--- src/rtl/snb_pkg.sv ---
// Package with the constants and types shared by the short name builder modules.
`timescale 1ns / 1ps

package snb_pkg;

  localparam int unsigned BaseLen = 8;
  localparam int unsigned ExtLen  = 3;
  localparam int unsigned NameLen = BaseLen + ExtLen;

  localparam logic [7:0] SpaceChar     = 8'h20;
  localparam logic [7:0] DotChar       = 8'h2E;
  localparam logic [7:0] SlashChar     = 8'h2F;
  localparam logic [7:0] BackslashChar = 8'h5C;

  // Classification of one path byte, produced by the character decoder.
  typedef struct packed {
    logic       separator;
    logic       dot;
    logic       allowed;
    logic [7:0] upper_code;
  } char_class_t;

endpackage

--- src/rtl/snb_char_class.sv ---
// Character decoder: separators, dot, the allowed short name set and upper-casing.
`timescale 1ns / 1ps

module snb_char_class (
  input  logic [7:0]          char_code_i,
  output snb_pkg::char_class_t class_o
);

  logic is_lower;
  logic is_upper;
  logic is_digit;
  logic is_symbol;

  assign is_lower = (char_code_i >= 8'h61) && (char_code_i <= 8'h7A);
  assign is_upper = (char_code_i >= 8'h41) && (char_code_i <= 8'h5A);
  assign is_digit = (char_code_i >= 8'h30) && (char_code_i <= 8'h39);

  // Punctuation permitted in short names: $ % ' - _ @ ~ ` ! ( ) { } ^ # &
  always_comb begin
    unique case (char_code_i)
      8'h24, 8'h25, 8'h27, 8'h2D, 8'h5F, 8'h40, 8'h7E, 8'h60,
      8'h21, 8'h28, 8'h29, 8'h7B, 8'h7D, 8'h5E, 8'h23, 8'h26: is_symbol = 1'b1;
      default: is_symbol = 1'b0;
    endcase
  end

  assign class_o.separator  = (char_code_i == snb_pkg::SlashChar) ||
                              (char_code_i == snb_pkg::BackslashChar);
  assign class_o.dot        = (char_code_i == snb_pkg::DotChar);
  assign class_o.allowed    = is_lower || is_upper || is_digit || is_symbol;
  assign class_o.upper_code = is_lower ? (char_code_i - 8'h20) : char_code_i;

endmodule

--- src/rtl/short_name_builder_top.sv ---
// Top level of the 8.3 short name builder: name accumulation and result register.
//
//  Channel  | Direction | Payload
//  s_axis   | in        | tdata[7:0] = char_code, tlast = last_char
//  m_axis   | out       | tdata[63:0] = base_part, tdata[87:64] = extension_part,
//           |           | tuser = status
//
// One path byte is taken every cycle; a result appears in the cycle after its final
// byte is taken. The name buffer and counters update in the accepting cycle.
// The input stalls only when a finished result waits in the output register and the
// downstream side is not ready. Reset leaves the buffer all spaces and no result held.
`timescale 1ns / 1ps

module short_name_builder_top (
  input  logic        clk_i,
  input  logic        rst_ni,
  input  logic        s_axis_tvalid_i,
  output logic        s_axis_tready_o,
  input  logic [7:0]  s_axis_tdata_i,   // [7:0] char_code
  input  logic        s_axis_tlast_i,   // last_char
  output logic        m_axis_tvalid_o,
  input  logic        m_axis_tready_i,
  output logic [87:0] m_axis_tdata_o,   // [63:0] base_part, [87:64] extension_part
  output logic        m_axis_tuser_o    // status
);

  localparam int unsigned NameLen = snb_pkg::NameLen;

  snb_pkg::char_class_t char_class;

  logic [7:0] name_q [NameLen];
  logic [7:0] name_d [NameLen];
  logic [3:0] base_count_q, base_count_d;
  logic [1:0] ext_count_q, ext_count_d;
  logic       in_ext_q, in_ext_d;
  logic       bad_q, bad_d;

  logic        out_valid_q;
  logic        status_q;
  logic [87:0] data_q;

  logic        in_fire;
  logic        result_bad;
  logic [63:0] base_word;
  logic [23:0] ext_word;

  snb_char_class u_char_class (
    .char_code_i (s_axis_tdata_i),
    .class_o     (char_class)
  );

  assign s_axis_tready_o = !out_valid_q || m_axis_tready_i;
  assign in_fire         = s_axis_tvalid_i && s_axis_tready_o;

  always_comb begin
    name_d       = name_q;
    base_count_d = base_count_q;
    ext_count_d  = ext_count_q;
    in_ext_d     = in_ext_q;
    bad_d        = bad_q;
    priority if (char_class.separator) begin
      for (int i = 0; i < NameLen; i++) name_d[i] = snb_pkg::SpaceChar;
      base_count_d = '0;
      ext_count_d  = '0;
      in_ext_d     = 1'b0;
      bad_d        = 1'b0;
    end else if (char_class.dot && !in_ext_q) begin
      // A dot with no base character yet means an empty name.
      if (base_count_q == '0) bad_d = 1'b1;
      in_ext_d = 1'b1;
    end else if (!char_class.allowed) begin
      bad_d = 1'b1;
    end else if (!in_ext_q) begin
      if (base_count_q >= 4'(snb_pkg::BaseLen)) begin
        bad_d = 1'b1;
      end else begin
        name_d[base_count_q] = char_class.upper_code;
        base_count_d         = base_count_q + 4'd1;
      end
    end else begin
      if (ext_count_q >= 2'(snb_pkg::ExtLen)) begin
        bad_d = 1'b1;
      end else begin
        name_d[4'(snb_pkg::BaseLen) + {2'b00, ext_count_q}] = char_class.upper_code;
        ext_count_d = ext_count_q + 2'd1;
      end
    end
  end

  assign result_bad = bad_d || (base_count_d == '0);
  assign base_word  = {name_d[0], name_d[1], name_d[2], name_d[3],
                       name_d[4], name_d[5], name_d[6], name_d[7]};
  assign ext_word   = {name_d[8], name_d[9], name_d[10]};

  always_ff @(posedge clk_i or negedge rst_ni) begin
    if (!rst_ni) begin
      for (int i = 0; i < NameLen; i++) name_q[i] <= snb_pkg::SpaceChar;
      base_count_q <= '0;
      ext_count_q  <= '0;
      in_ext_q     <= 1'b0;
      bad_q        <= 1'b0;
    end else if (in_fire) begin
      if (s_axis_tlast_i) begin
        // The path is finished, so the next transaction starts a fresh name.
        for (int i = 0; i < NameLen; i++) name_q[i] <= snb_pkg::SpaceChar;
        base_count_q <= '0;
        ext_count_q  <= '0;
        in_ext_q     <= 1'b0;
        bad_q        <= 1'b0;
      end else begin
        name_q       <= name_d;
        base_count_q <= base_count_d;
        ext_count_q  <= ext_count_d;
        in_ext_q     <= in_ext_d;
        bad_q        <= bad_d;
      end
    end
  end

  always_ff @(posedge clk_i or negedge rst_ni) begin
    if (!rst_ni) begin
      out_valid_q <= 1'b0;
    end else if (in_fire && s_axis_tlast_i) begin
      out_valid_q <= 1'b1;
    end else if (m_axis_tready_i) begin
      out_valid_q <= 1'b0;
    end
  end

  always_ff @(posedge clk_i) begin
    if (in_fire && s_axis_tlast_i) begin
      status_q <= result_bad;
      data_q   <= result_bad ? '0 : {ext_word, base_word};
    end
  end

  assign m_axis_tvalid_o = out_valid_q;
  assign m_axis_tdata_o  = data_q;
  assign m_axis_tuser_o  = status_q;

endmodule
--- config.mk ---
export PLATFORM = sky130hd
export DESIGN_NAME = short_name_builder_top
export DESIGN_NICKNAME = d
export VERILOG_FILES = /design/src/rtl/snb_pkg.sv /design/src/rtl/snb_char_class.sv /design/src/rtl/short_name_builder_top.sv
export SDC_FILE = /design/constraint.sdc
export NUM_CORES = 1
export LEC_CHECK = 0
export BUFFER_PORTS_ARGS = -buffer_cell sky130_fd_sc_hd__buf_4
export CORE_UTILIZATION = 58
export DETAILED_ROUTE_END_ITERATION = 10
export GPL_ROUTABILITY_DRIVEN = 0
export GPL_TIMING_DRIVEN = 0
export PLACE_DENSITY_LB_ADDON = 0.12
export REMOVE_ABC_BUFFERS = 1
export SETUP_SLACK_MARGIN = 0.1
export SYNTH_ARGS = -nofsm -noshare
export SYNTH_HDL_FRONTEND = slang
export SYNTH_HIERARCHICAL = 1
export SYNTH_SLANG_ARGS = --single-unit
export TNS_END_PERCENT = 10
--- constraint.sdc ---
create_clock -name clk_i -period 3.5 [get_ports clk_i]
set_clock_uncertainty 0.05 [all_clocks]
set_input_delay 0.35 -clock clk_i [delete_from_list [all_inputs] [get_ports clk_i]]
set_output_delay 0.35 -clock clk_i [all_outputs]
set_load 0.02 [all_outputs]
==> flow_summary.toml <==
[detailed_routing]
wire_per_inst_um = 21.25
antenna_left = 0
vias = 6080
wl_mm = 20.37
viasPerCell = 6.340
drc = 0
drtIter0Drc = 483
firstDrtPassIters = 5

[yosys]
synthDistinctLibCells = 50
synth_mux_area_share_pct = 9.943
yosys_warnings = 6
yosysSeqAreaShare_pct = 59.76
synth_area_um2 = 8557
synthAdderAreaFrac_pct = 1.608
synth_simple_gate_area_share_pct = 11.27
synth-seq-cells = 186
synth_xor_area_share_pct = 0
avgSynthCellArea_um2 = 12.53
async_flop_share_pct = 52.15
synth_edf_count = 89
synthFlopType = "edfxtp_1"
synth_top_family_by_area = "compound AO/OA/AOI/OAI gates"
synth_compound_area_share_pct = 13.15
synth_cells = 683

[power]
p_comb_share_pct = 13.8
switching_share_pct = 26.29
power.internal_mw = 3.637
switchingPower_mw = 1.297
ir_worst_vdd_mv = 0.3545
finalPower_mw = 4.935
clockPowerShare_pct = 37.8
power_density_nw_per_um2 = 491.0
power_frac_seq_pct = 48.4
power_leakage_nw = 4.407

[final_layout]
diodes = 0
register_area_um2 = 5114
multi_input_comb_area_um2 = 3107
layout-drive-gt1-share_pct = 22.58
fill_cells = 1034
final_nets = 786
area_growth_pct = 17.44

[global_routing]
grt_pass1_vias = 5746
grt_overflow = 0
grt_pass1_wl_mm = 31.57
grt_max_degree = 98
antenna_found_initial = 0
grtUsageTotal_pct = 28.18

[floorplan]
core_area_um2 = 14480
dieArea_um2 = 15240
die_height_um = 123.5
fp.dieW_um = 123.5
start_util_pct = 59.10
io_pins = 104
num_rows = 44

[critical_path]
reg2reg_from = "base_count_q[0]"
reg2reg_depth = 9
setup.worst_path.end_class = "flip-flop"
cp.required_ns = 3.64
cp_max_fo = 20
start_kind = "input pin"
cp-startpoint = "s_axis_tdata_i[2]"
cp.arrival_ns = 3.40
ff2ff_setup_slack_ns = 0.85
r2r_end = "m_axis_tdata_o[14]"
criticalPathCategory = "input pin to flip-flop"

[clocking]
clock_path_buffers = 2
path_clk_slew_ns = 0.07
clk_latency_ns = 0.44
clkSinkCount = 186
cts_tree = "built"
cts_buffers = 17
cts_root_buf = "clkbuf_16"
htree_levels = 4

[sta]
timing.final.ws_setup_ns = 0.2361
timing.fmax_mhz = 306.4
rsz0062_at_grt = "false"
min_period_ns = 3.264
drv_slew = 0
finalCritPeriodShare_pct = 93.25
holdWs_ns = 0.08377
finalSetupViolations = 0
max_slew.worst_pin.slew_ns = 1.246
setup_tns_ns = 0
relSlewSlack_pct = 16.94
final-hold-violation-count = 0

[flow_run]
cap_violations = 0

[placement]
dp_slack_ns = -0.5674
numPortBuffers = 103
dp_hpwl_mm = 12.62

[run_status]
status = "finished, final reports clean"

[min_path]
hold_class = "input pin to async pin"
cell usage after synthesis (3+ instances only):
cell,n,area share (%)
a21oi_1,15,0.88
nand2_1,31,1.4
a21o_1,11,0.97
o211ai_1,5,0.44
dfrtp_1,86,25
and2_1,3,0.22
o2bb2ai_1,78,8.0
mux2i_1,85,9.9
inv_1,20,0.88
a2bb2oi_1,12,1.2
nor3_1,89,5.2
buf_2,15,0.88
nor2b_1,3,0.22
nand2b_1,6,0.44
nor2_1,6,0.26
and2b_2,3,0.31
clkbuf_1,35,1.5
edfxtp_1,89,31
nor4bb_1,4,0.47
buf_4,9,0.79
o21ai_0,8,0.47
ha_1,11,1.6
nand3_1,14,0.82
dfstp_2,11,3.4
power by group through the flow:
stage | Combinational [mW] | Clock (mW) | Sequential, mW
6_report | 0.680 | 1.86 | 2.39
5_1_grt | 0.725 | 1.96 | 2.40
2_1_floorplan | 0.292 | 0 | 2.48
4_1_cts | 0.675 | 1.87 | 2.39
3_3_place_gp | 0.563 | 0 | 2.44
3_5_place_dp | 0.656 | 0 | 2.43
cell families after synthesis:
| kind of cell | after synthesis |
|---|---|
| adder cells (fa/ha/maj) | 11 |
| AO/OA/AOI/OAI | 141 |
| buffers and inverters | 81 |
| flip-flops | 186 |
| multiplexers | 85 |
| AND/OR/NAND/NOR | 179 |
routing by layer:
layer,share of wire (%),global-route usage (%)
met1,44,40.23
met2,48,43.23
met3,5.7,4.935
met4,2.2,10.69
met5,0,0
worst max path at each step:
stage | end | slack (ns) | cells after the start
2_1_floorplan | m_axis_tuser_o | -2.02 | 7
3_3_place_gp | m_axis_tdata_o[71] | -4.14 | 8
3_5_place_dp | m_axis_tdata_o[37] | -0.57 | 10
4_1_cts | name_q[70] | 0.25 | 9
5_1_grt | m_axis_tuser_o | 0.13 | 11
6_report | m_axis_tuser_o | 0.24 | 11
cells in the final DEF, fill, tap and decap left out, types with 12 or more instances in the layout:
master / count
a21oi_1: 15
inv_1: 20
a2bb2oi_1: 12
dfrtp_1: 86
edfxtp_1: 89
mux2i_1: 84
nand3_1: 14
nor3_1: 89
buf_4: 114
o2bb2ai_1: 78
clkbuf_16: 17
nand2_1: 31
final cells by class:
cell class | instances | share of cell area (%)
repair buffers | 121 | 9.562
clock buffers | 20 | 4.345
multi-input cells | 416 | 30.91
inverters | 20 | 0.7470
flip-flops and latches | 186 | 50.88
well taps | 184 | 2.291
clock inverters | 12 | 1.257
metrics by stage:
stage | instance area (um2) | cells | util, %
2_1_floorplan | 8267 | 622 | -
4_1_cts | 10040 | 958 | 69.33
3_5_place_dp | 9438 | 921 | 65.18
3_3_place_gp | 9270 | 909 | 64.03
5_1_grt | 10050 | 959 | 69.41
6_report | 10050 | 959 | 69.41
critical path, stage by stage:
cell and delay, ns:
buf_4 0.22, or4_4 0.60, a2bb2oi_1 0.16, o22ai_1 0.14, nand4b_1 0.33, and3b_1 0.55
o211ai_1 0.18, buf_4 0.20, buf_4 0.18, buf_4 0.20, or2_2 0.28
registers in the layout, indices dropped and copies added, names as in the netlist:
signal and count:
ext_count_q 2, base_count_q 4, m_axis_tuser_o 1, bad_q 1
m_axis_tvalid_o 1, in_ext_q 1, m_axis_tdata_o 88, name_q 88
what timing repair did:
| action | in CTS | in global routing |
|---|---|---|
| cloned | 0 | 0 |
| setup endpoints to repair | 53 | 19 |
| hold buffers | 0 | 0 |
| pin swaps | 2 | 0 |
| buffers inserted | 5 | 0 |
| resized for setup | 0 | 1 |
Power figures use the tool's default switching activity.
